$ cat config.mk
export PLATFORM = sky130hd
export DESIGN_NAME = sorted_software_timer_queue_top
export DESIGN_NICKNAME = d
export VERILOG_FILES = /design/src/design/sstq_pkg.sv /design/src/design/sstq_cell.sv /design/src/design/sorted_software_timer_queue_top.sv
export SDC_FILE = /design/constraint.sdc
export NUM_CORES = 2
export LEC_CHECK = 0
export BUFFER_PORTS_ARGS = -buffer_cell sky130_fd_sc_hd__clkbuf_2
export CORE_MARGIN = 5
export CORE_UTILIZATION = 45
export DETAILED_ROUTE_END_ITERATION = 10
export GPL_TIMING_DRIVEN = 0
export PLACE_DENSITY = 0.58
export SKIP_CTS_REPAIR_TIMING = 1
export SYNTH_ARGS = -nofsm -noshare
export SYNTH_HDL_FRONTEND = slang
export SYNTH_SLANG_ARGS = --single-unit
$ cat constraint.sdc
create_clock -name clk -period 24 [get_ports clk]
set_clock_uncertainty 0.15 [all_clocks]
set_input_delay 1.2 -clock clk [delete_from_list [all_inputs] [get_ports clk]]
set_output_delay 1.2 -clock clk [all_outputs]
set_load 0.01 [all_outputs]
$ cat src/design/sstq_pkg.sv
// Shared types and codes for the sorted software timer queue.
package sstq_pkg;

  // Most expiries that one tick may report; later due timers wait for the next tick.
  localparam int MAX_RESULTS = 16;
  localparam int RES_CNT_W   = $clog2(MAX_RESULTS + 1);

  typedef enum logic [1:0] {
    MODE_CREATE = 2'd0,
    MODE_DELETE = 2'd1,
    MODE_TICK   = 2'd2
  } mode_t;

  typedef enum logic [2:0] {
    ST_CREATED   = 3'd0,
    ST_ZERO_TIME = 3'd1,
    ST_FULL      = 3'd2,
    ST_DELETED   = 3'd3,
    ST_NOT_FOUND = 3'd4,
    ST_EXPIRED   = 3'd5,
    ST_TICK_NONE = 3'd6
  } status_t;

  typedef enum logic [1:0] {
    CELL_HOLD,
    CELL_INSERT,
    CELL_REMOVE,
    CELL_POP
  } cell_op_t;

  typedef struct packed {
    logic [1:0]  mode;
    logic [31:0] timeout_ticks;
    logic [15:0] handler_id;
    logic [31:0] arg_token;
    logic [3:0]  handle_in;
  } in_t;

  typedef struct packed {
    status_t     status;
    logic [3:0]  handle_out;
    logic [15:0] handler_out;
    logic [31:0] arg_out;
    logic [31:0] tick_now;
    logic        last;
  } out_t;

  // One timer as it sits in the sorted chain; the slot number travels beside it.
  typedef struct packed {
    logic        valid;
    logic [31:0] deadline;
    logic [15:0] handler;
    logic [31:0] arg;
  } ent_t;

endpackage

$ cat src/design/sstq_cell.sv
// One position of the deadline-sorted timer chain.
module sstq_cell #(
  parameter int SLOT_W = 4
) (
  input  logic                clk,
  input  logic                rst,
  input  sstq_pkg::cell_op_t  op,
  input  logic                keep_left,
  input  logic                take_right_en,
  input  sstq_pkg::ent_t      new_ent,
  input  logic [SLOT_W-1:0]   new_slot,
  input  sstq_pkg::ent_t      left_ent,
  input  logic [SLOT_W-1:0]   left_slot,
  input  sstq_pkg::ent_t      right_ent,
  input  logic [SLOT_W-1:0]   right_slot,
  output sstq_pkg::ent_t      ent,
  output logic [SLOT_W-1:0]   slot,
  output logic                keep
);
  import sstq_pkg::*;

  ent_t              ent_next;
  logic [SLOT_W-1:0] slot_next;

  // A strictly earlier deadline stays put, so a new timer lands ahead of equal ones.
  assign keep = ent.valid && (ent.deadline < new_ent.deadline);

  always_comb begin
    ent_next  = ent;
    slot_next = slot;
    case (op)
      CELL_INSERT: begin
        if (!keep) begin
          if (keep_left) begin
            ent_next  = new_ent;
            slot_next = new_slot;
          end else begin
            ent_next  = left_ent;
            slot_next = left_slot;
          end
        end
      end
      CELL_REMOVE: begin
        if (take_right_en) begin
          ent_next  = right_ent;
          slot_next = right_slot;
        end
      end
      CELL_POP: begin
        ent_next  = right_ent;
        slot_next = right_slot;
      end
      default: begin
      end
    endcase
  end

  always_ff @(posedge clk) begin
    if (rst) begin
      ent.valid <= 1'b0;
    end else begin
      ent <= ent_next;
    end
    slot <= slot_next;
  end

endmodule

$ cat src/design/sorted_software_timer_queue_top.sv
// Top level of the sorted software timer queue: control, slot map and cell chain.
//
//   channel   signals                     direction  payload
//   in        in_valid / in_ready         to block   in_data  (sstq_pkg::in_t)
//   out       out_valid / out_ready       from block out_data (sstq_pkg::out_t)
//
// Create and delete finish in the transfer cycle; the result is registered at that edge.
// A tick first advances the count, then loads one result a cycle while the output is free (1 to 16
// results), each expiry popped from the head of the cell chain.
// A new item is taken only once the previous item's last result has been transferred.
// Reset clears the tick count, the slot map and every cell's valid bit.
// A stalled output holds its register and pauses the expiry sequence.
module sorted_software_timer_queue_top #(
  parameter int NUM_TIMERS = 16
) (
  input  logic            clk,
  input  logic            rst,
  input  logic            in_valid,
  output logic            in_ready,
  input  sstq_pkg::in_t   in_data,
  output logic            out_valid,
  input  logic            out_ready,
  output sstq_pkg::out_t  out_data
);
  import sstq_pkg::*;

  localparam int SLOT_W = $clog2(NUM_TIMERS);

  typedef enum logic {S_IDLE, S_TICK} state_t;

  state_t                 state;
  logic [31:0]            tick_count;
  logic [NUM_TIMERS-1:0]  slot_valid;
  logic [RES_CNT_W-1:0]   res_cnt;

  ent_t                   cell_ent   [NUM_TIMERS];
  logic [SLOT_W-1:0]      cell_slot  [NUM_TIMERS];
  logic [NUM_TIMERS-1:0]  cell_keep;
  logic [NUM_TIMERS-1:0]  cell_valid;
  logic [NUM_TIMERS-1:0]  take_right;

  ent_t                   new_ent;
  ent_t                   empty_ent;
  logic [SLOT_W-1:0]      free_slot;
  logic [SLOT_W-1:0]      del_slot;
  logic [SLOT_W-1:0]      del_pos;
  logic                   accept;
  logic                   out_free;
  logic                   full;
  logic                   del_found;
  logic                   head_due;
  logic                   next_due;
  logic                   pop;
  logic                   final_res;
  cell_op_t               op;

  assign in_ready = (state == S_IDLE) && !out_valid;
  assign accept   = in_valid && in_ready;
  assign out_free = !out_valid || out_ready;
  assign full     = cell_ent[NUM_TIMERS-1].valid;

  assign new_ent.valid    = 1'b1;
  assign new_ent.deadline = tick_count + in_data.timeout_ticks;
  assign new_ent.handler  = in_data.handler_id;
  assign new_ent.arg      = in_data.arg_token;

  assign empty_ent = '0;

  // Lowest free slot.
  always_comb begin
    free_slot = '0;
    for (int i = NUM_TIMERS - 1; i >= 0; i--) begin
      if (!slot_valid[i]) begin
        free_slot = SLOT_W'(i);
      end
    end
  end

  assign del_slot  = SLOT_W'(in_data.handle_in);
  assign del_found = (32'(in_data.handle_in) < NUM_TIMERS) && slot_valid[del_slot];

  // Chain position of the timer being deleted; cells from there on shift left.
  always_comb begin
    del_pos = '0;
    for (int i = 0; i < NUM_TIMERS; i++) begin
      if (cell_ent[i].valid && (cell_slot[i] == del_slot)) begin
        del_pos = SLOT_W'(i);
      end
    end
    for (int i = 0; i < NUM_TIMERS; i++) begin
      take_right[i] = (SLOT_W'(i) >= del_pos);
    end
  end

  assign head_due  = cell_ent[0].valid && (cell_ent[0].deadline <= tick_count);
  assign next_due  = cell_ent[1].valid && (cell_ent[1].deadline <= tick_count);
  assign pop       = (state == S_TICK) && out_free && head_due;
  assign final_res = (res_cnt == RES_CNT_W'(MAX_RESULTS - 1)) || !next_due;

  always_comb begin
    op = CELL_HOLD;
    if (accept && (in_data.mode == MODE_CREATE) && (in_data.timeout_ticks != '0) && !full) begin
      op = CELL_INSERT;
    end else if (accept && (in_data.mode == MODE_DELETE) && del_found) begin
      op = CELL_REMOVE;
    end else if (pop) begin
      op = CELL_POP;
    end
  end

  for (genvar i = 0; i < NUM_TIMERS; i++) begin : g_cell
    ent_t              left_ent;
    logic [SLOT_W-1:0] left_slot;
    logic              keep_left;
    ent_t              right_ent;
    logic [SLOT_W-1:0] right_slot;

    if (i == 0) begin : g_head
      assign left_ent  = new_ent;
      assign left_slot = free_slot;
      assign keep_left = 1'b1;
    end else begin : g_body
      assign left_ent  = cell_ent[i-1];
      assign left_slot = cell_slot[i-1];
      assign keep_left = cell_keep[i-1];
    end

    if (i == NUM_TIMERS - 1) begin : g_tail
      assign right_ent  = empty_ent;
      assign right_slot = '0;
    end else begin : g_mid
      assign right_ent  = cell_ent[i+1];
      assign right_slot = cell_slot[i+1];
    end

    sstq_cell #(
      .SLOT_W(SLOT_W)
    ) u_cell (
      .clk          (clk),
      .rst          (rst),
      .op           (op),
      .keep_left    (keep_left),
      .take_right_en(take_right[i]),
      .new_ent      (new_ent),
      .new_slot     (free_slot),
      .left_ent     (left_ent),
      .left_slot    (left_slot),
      .right_ent    (right_ent),
      .right_slot   (right_slot),
      .ent          (cell_ent[i]),
      .slot         (cell_slot[i]),
      .keep         (cell_keep[i])
    );

    assign cell_valid[i] = cell_ent[i].valid;
  end

  always_ff @(posedge clk) begin
    if (rst) begin
      state      <= S_IDLE;
      out_valid  <= 1'b0;
      tick_count <= '0;
      slot_valid <= '0;
      res_cnt    <= '0;
    end else begin
      unique case (state)
        S_IDLE: begin
          if (accept) begin
            out_data.handler_out <= '0;
            out_data.arg_out     <= '0;
            out_data.tick_now    <= tick_count;
            out_data.last        <= 1'b1;
            unique case (in_data.mode)
              MODE_CREATE: begin
                out_valid <= 1'b1;
                if (in_data.timeout_ticks == '0) begin
                  out_data.status     <= ST_ZERO_TIME;
                  out_data.handle_out <= '0;
                end else if (full) begin
                  out_data.status     <= ST_FULL;
                  out_data.handle_out <= '0;
                end else begin
                  out_data.status     <= ST_CREATED;
                  out_data.handle_out <= 4'(free_slot);
                  slot_valid[free_slot] <= 1'b1;
                end
              end
              MODE_DELETE: begin
                out_valid <= 1'b1;
                if (del_found) begin
                  out_data.status     <= ST_DELETED;
                  out_data.handle_out <= in_data.handle_in;
                  slot_valid[del_slot] <= 1'b0;
                end else begin
                  out_data.status     <= ST_NOT_FOUND;
                  out_data.handle_out <= '0;
                end
              end
              MODE_TICK: begin
                tick_count <= tick_count + 32'd1;
                res_cnt    <= '0;
                state      <= S_TICK;
              end
              default: begin
              end
            endcase
          end else if (out_valid && out_ready) begin
            out_valid <= 1'b0;
          end
        end
        S_TICK: begin
          if (out_free) begin
            out_valid         <= 1'b1;
            out_data.tick_now <= tick_count;
            if (head_due) begin
              out_data.status      <= ST_EXPIRED;
              out_data.handle_out  <= 4'(cell_slot[0]);
              out_data.handler_out <= cell_ent[0].handler;
              out_data.arg_out     <= cell_ent[0].arg;
              out_data.last        <= final_res;
              slot_valid[cell_slot[0]] <= 1'b0;
              res_cnt <= res_cnt + RES_CNT_W'(1);
              if (final_res) begin
                state <= S_IDLE;
              end
            end else begin
              // Only reached on the first step: nothing was due on this tick.
              out_data.status      <= ST_TICK_NONE;
              out_data.handle_out  <= '0;
              out_data.handler_out <= '0;
              out_data.arg_out     <= '0;
              out_data.last        <= 1'b1;
              state                <= S_IDLE;
            end
          end
        end
        default: begin
          state <= S_IDLE;
        end
      endcase
    end
  end

  // Occupied cells always form an unbroken run from the head.
  for (genvar i = 0; i < NUM_TIMERS - 1; i++) begin : g_chk
    a_prefix: assert property (@(posedge clk) disable iff (rst)
      !cell_valid[i] |-> !cell_valid[i+1])
      else $error("gap in timer chain");
  end

  a_slot_count: assert property (@(posedge clk) disable iff (rst)
    $countones(slot_valid) == $countones(cell_valid))
    else $error("slot map and chain disagree");

  a_res_bound: assert property (@(posedge clk) disable iff (rst)
    (state == S_TICK) |-> (res_cnt < RES_CNT_W'(MAX_RESULTS)))
    else $error("too many expiries on one tick");

  a_more_follows: assert property (@(posedge clk) disable iff (rst)
    (out_valid && !out_data.last) |-> (state == S_TICK))
    else $error("non-final result with no tick in progress");

endmodule
* Word-level counts from Yosys, hierarchy flattened
Index checks and enable logic that the tools add are counted.
** Word-level totals
- Bits in registers :: 1503
- Bits in latches :: 0
- Bits in writable memories :: 0
- Memory bits (read-only) :: 0
- Bits of input ports :: 90
- Output and inout bits :: 90
- Logic and storage cells :: 499
- Memories :: 0
** Cells by class
- $add $sub $neg :: 3
- Multiply operators :: 0
- Divide/modulo/power cells :: 0
- $lt $le $gt $ge :: 40
- Eq/ne operators :: 63
- Shift-type cells :: 0
- Multiplexer cells :: 201
- Bitwise gates (word level) :: 7
- Reduce and logical (&&, ||, !) cells :: 94
** Operators by type and width (count)
- one-hot mux 81 bit (3 select lines) :: 16
- two-way mux 81 bit :: 47
- less-than comparator 32 bit :: 16
- two-way mux 4 bit :: 77
- one-hot mux 4 bit (3 select lines) :: 16
- two-way mux 88 bit :: 2
- one-hot mux 88 bit (2 select lines) :: 1
- two-way mux 16 bit :: 6
- AND reduction 4 bit :: 18
- less-or-equal comparator 32 bit :: 2
- one-hot mux 16 bit (2 select lines) :: 2
- == test 4 bit :: 15
- AND reduction 3 bit :: 19
- two-way mux 54 bit :: 1
- logical AND 1 bit :: 46
- inequality test 2 x 1 -> 1 bit, second input constant :: 19
- inequality test 2 bit, second input constant :: 17
- adder 32 x 1 -> 32 bit, second input constant :: 1
- adder 32 bit :: 1
- bitwise AND 16 bit :: 2
- >= comparator 4 bit, first input constant :: 8
- logical NOT 32 bit :: 1
- inverter 16 bit :: 2
- nonzero test 32 bit :: 1
- other kinds (30) :: 72

* Longest topological paths before layout
- Depth in word-level cells :: 26
- Gate-level depth with buffers :: 26
- Gate-level depth less buffers :: 24

* By module
A second synthesis with hierarchy kept.
** Unflattened totals
- Cells, all modules :: 8870
- Area total of the unflattened synthesis :: 91879.4 um2
** By module, submodules not included
- sstq_cell at g_cell[0].u_cell ... :: instances 11, cells each 482, area each 5086.1 um2, seq. area each 2542.4 um2
- sstq_cell at g_cell[5].u_cell ... :: instances 5, cells each 493, area each 5137.4 um2, seq. area each 2542.4 um2
- sorted_software_timer_queue_top :: instances 1, cells each 1103, area each 10244.8 um2, seq. area each 3743.6 um2

* Least setup slack after synthesis
Ideal clock, no wire load.
- Path type :: input to register
- Start :: input in_data[52] (netlist bit)
- End :: register g_cell[7].u_cell.ent[0] (netlist bit) (enable)
- Library setup time :: 945 ps
- Data arrival time :: 17769 ps
- Data required time :: 22905 ps
- Path slack :: 5135 ps
- Cell stages on the path :: 18
- Buffers on the path :: 0
- Cells stage by stage :: ha_1 > inv_1 > fa_1 > nor2b_1 > o31a_1 > o311a_1 > a211oi_2 > o31ai_1 > a221oi_2 > nor4bb_1 > a311oi_2 > ha_1 > nand4_1 > or3_1 > o221ai_1 > a211oi_1 > a21o_1 > a2111oi_0
** Between the ends
- Word-level cells in the longest chain between the ends :: 7
- Elaborated cells between the ends (all ways) :: 14
- Those cells by class :: add/sub (1); order compare (1); eq/ne (5); mux (1); reduce/logical (6)
** RTL lines
- from (decl) :: RTL line sorted_software_timer_queue_top.sv:20 : input sstq_pkg::in_t in_data,
- branches (longest 6 deep; another with adder 32 bit)
- AND reduction 4 bit (no source line) (*)
- to (signal assigned) :: RTL line sstq_cell.sv:62 : ent <= ent_next;
- to (decl) :: RTL line sstq_cell.sv:16 : output sstq_pkg::ent_t ent,
Every way passes the cells marked *.
A chain may end at the register's enable or synchronous reset.

* Final worst setup path
- Start :: register tick_count[1]
- End :: register g_cell[14].u_cell.slot[2], data pin
** Between the ends
- Word-level cells in the longest chain between the ends :: 8
- Elaborated cells between the ends (all ways) :: 15
- Those cells by class :: add/sub (1); order compare (2); eq/ne (3); mux (6); reduce/logical (3)
** RTL lines
- from (decl) :: RTL line sorted_software_timer_queue_top.sv:32 : logic [31:0] tick_count;
- from (signal assigned) :: RTL line sorted_software_timer_queue_top.sv:200 : tick_count <= tick_count + 32'd1;
- branches (longest 7 deep; another with adder 32 bit)
- one-hot mux 4 bit (3 select lines) (*) :: RTL line sstq_cell.sv:31 : case (op)
- net g_cell[14].u_cell.slot_next[2] :: RTL line sstq_cell.sv:23 : logic [SLOT_W-1:0] slot_next;
- to (signal assigned) :: RTL line sstq_cell.sv:64 : slot <= slot_next;
- to (decl) :: RTL line sstq_cell.sv:17 : output logic [SLOT_W-1:0] slot,
Mark *: on every way through the listed nets, which the timed path passes. The select of a mux whose other input is x is not followed.

==> results.toml <==
[timing]
rsz0062_at_grt = "false"
setup_viol_count_final = 0
max_slew_margin_pct = -11.3
setup_tns_ps = 0
fin_crit_sh_pct = 46.2
tightestPinTransition_ps = 1670
final_max_slew_viol_count = 131
finalHoldViolCount = 0
fmax_ghz = 0.0902
min_period_ps = 11090

[power]
max-vdd-ir-drop_v = 0.0000780
leakage_nw = 35.2
power.density_mw_per_mm2 = 64.0
total_power_mw = 6.35

[hold_path]
hold_class = "reg -> reg"
hold_end = "res_cnt[4]"
hold-path-cell-count = 2
worstHoldStart = "res_cnt[4]"

[synthesis]
syn_nets = 9457
synth.distinct_cells = 84
avgSynthCellArea_sq_um = 9.93
synth-edff-count = 1432
synth-main-ff-cell = "edfxtp_1"
ys_seq_area_share_pct = 50.6
synth-seq-cells = 1503
async_flop_share_pct = 0
yosysWarnings = 0
syn_area_sq_mm = 0.0877
postSynthCellCount = 8833

[cells_and_area]
syn2layout_area_growth_pct = 13.0
instances_no_fill = 11985
final_util_pct = 51.0
drive_gt1_share_pct = 7.99
final_cell_mix = "edfxtp_1, nand2_1, nor2_1, a21oi_1, nand3_1"
nNetsFinal = 9895
final_cell_area_sq_mm = 0.0991
layout_commonest_cell = "edfxtp_1"

[critical_path]
worstPathMaxFanout = 16
timing.rr.start = "tick_count[1]"
crit_type = "reg -> reg"
r2r_cells = 20
cpPeakStageDelay_ps = 1250
crit_chain = "ha_1 > a211oi_1 > o21ai_0 > a21oi_1 > o211ai_1 > o31ai_1 > or3_1 > o21ai_0 > a21boi_1 > inv_1 > ha_1 > nand2_1 > or3_1 > o221ai_1 > a211oi_1 > nor2_1 > clkbuf_2 > clkbuf_1 > nand3_1 > o211ai_1"
r2r_end = "g_cell[14].u_cell.slot[2]"
critical_path.endpoint_type = "register"
cp-start-kind = "register"
arrival_ps = 11610
slowest_stage = "nor2_1"
critPathBufInv = 3
r2r_slack_ps = 12910
worstPathRequired_ps = 24510
crit_family = "compound AO/OA/AOI/OAI gates"

[die]
die_h_um = 452
initial_core_util_pct = 45.1
die_w_um = 452
rows = 162
core_area_sq_mm = 0.194
die-area_sq_mm = 0.204
top_level_ports = 180

[flow_run]
max_cap_violations = 15

[detailed_routing]
avgRoutedWirePerCell_um = 35.2
drc_errors = 0
drt_pass1_iterations = 8
drt_iter0_drc = 11452
drtAntennaViolNets = 0
vias = 81213
routed_wl_um = 422000
viasPerCell = 6.78

[clock_tree]
cts_root_buf = "clkbuf_16"
clk_pin_slew_ps = 60
htree_levels = 4
clock_latency_ps = 880
numCtsBuffers = 177
cts_sinks = 1503
cts_buffer_depth = 3
cts_tree = "yes"

[placement]
placed_cells = 11633
io_buffers = 174
gp_congestion = 1.05
hpwl_um = 321000
placed_area_sq_mm = 0.0934

[global_routing]
grt_usage_pct = 40.0
grt_max_degree = 32
grt_pass1_wl_um = 584000
antenna_found_initial = 50
grt_pass1_vias = 77960
grt-ovfl-total = 0

[run_status]
run_status = "finished with violations"
violations = "max-capacitance violations, max-slew violations"
## worst register-to-register path, delay by kind of cell (launching register included)
kind	cells	cell delay, ps
AO/OA/AOI/OAI	10	3680
adder cells (fa/ha/maj)	2	970
buffers and inverters	3	2870
flip-flops	1	840
AND/OR/NAND/NOR	5	2380
## area by class of cell
| class | count | area [sq um] |
|---|---|---|
| buffer | 693 | 2880 |
| tap | 2542 | 3180 |
| fill | 17949 | 95200 |
| multi-input combinational | 6523 | 40300 |
| antenna | 28 | 70.1 |
| sequential | 1503 | 44400 |
| inverter | 114 | 428 |
| clock buffer | 224 | 4630 |
| clock inverter | 99 | 1010 |
| timing repair buffer | 259 | 2240 |
## worst max-delay path by stage
stage | startpoint | endpoint | slack [ps] | cells after the start
2_1_floorplan | in_data[52] | g_cell[7].u_cell.ent[0] | 5140 | 18
3_3_place_gp | in_data[52] | g_cell[7].u_cell.ent[35] | -8590 | 19
5_1_grt | tick_count[1] | g_cell[14].u_cell.ent[39] | 13070 | 24
3_5_place_dp | in_data[53] | g_cell[3].u_cell.ent[42] | 12220 | 23
4_1_cts | tick_count[1] | g_cell[3].u_cell.ent[39] | 12640 | 22
6_report | tick_count[1] | g_cell[14].u_cell.slot[2] | 12910 | 20
## sequential cells by signal, indices dropped and copies added (netlist names)
register,cells
tick_count,32
out_valid,1
state,1
g_cell.u_cell.slot,64
res_cnt,5
out_data,88
g_cell.u_cell.ent,1296
slot_valid,16
## metrics by stage
| stage | hold slack, ps | setup WS (ps) |
|---|---|---|
| final | 317 | 12910 |
| after floorplan | 284 | 5140 |
| after global routing | 343 | 13070 |
| after CTS | 317 | 12640 |
| after global placement | 305 | -8590 |
| after detailed placement | 308 | 12220 |
## synthesized netlist by cell type (6+ instances only)
master,instances,area share [%]
buf_4,10,0.086
buf_2,127,0.72
clkbuf_1,488,2.1
nor2_1,733,3.1
o31ai_1,10,0.086
dfxtp_1,71,1.6
ha_1,533,7.6
nand2_1,1291,5.5
buf_1,63,0.27
o211ai_1,428,3.7
nor2b_1,54,0.39
and3_1,48,0.34
mux2i_1,238,2.7
a221o_1,172,2.0
or2_2,19,0.14
a22oi_1,23,0.20
nand2b_1,50,0.36
o21ai_0,452,2.6
o21a_1,23,0.20
o2111ai_1,11,0.11
a211oi_1,98,0.84
xor2_1,44,0.44
nand4_1,85,0.61
o22ai_1,89,0.63
o21bai_1,8,0.068
a21boi_0,10,0.086
a211o_1,10,0.10
nor4_1,25,0.18
a21oi_1,566,3.2
o21ai_1,18,0.10
a311oi_1,44,0.44
a221oi_1,6,0.060
a31oi_1,93,0.66
a21o_1,149,1.3
or3_1,24,0.17
o221ai_1,37,0.37
edfxtp_1,1432,49
inv_1,113,0.48
o31a_1,9,0.090
nor3_1,343,2.0
xnor2_1,71,0.71
nand3_1,560,3.2
and2_1,63,0.45
## routing by layer
metal / vias to the layer above / share of wire, % / GRT usage [%]
li1: 34218 / - / -
met1: 39846 / 36 / 49.2
met2: 5796 / 43 / 60.0
met3: 1327 / 11 / 10.1
met4: 26 / 9.5 / 31.8
met5: - / 0.041 / 0.420
## power by group
part | switching [mW] | internal, mW
clock network | 1.22 | 1.50
logic | 0.452 | 0.195
registers | 0.0467 | 2.93
## kinds of logic after synthesis
kind of cell	Yosys count	synth area share, %
AOI/OAI and AO/OA	2306	17.3
and+or+nand+nor	3317	16.6
adders and majority gates	539	7.68
muxes	246	2.87
buffers and inverters	807	3.72
xor gates and xnor gates	115	1.15
DFF	1503	50.6
(Power assumes the default switching activity.)
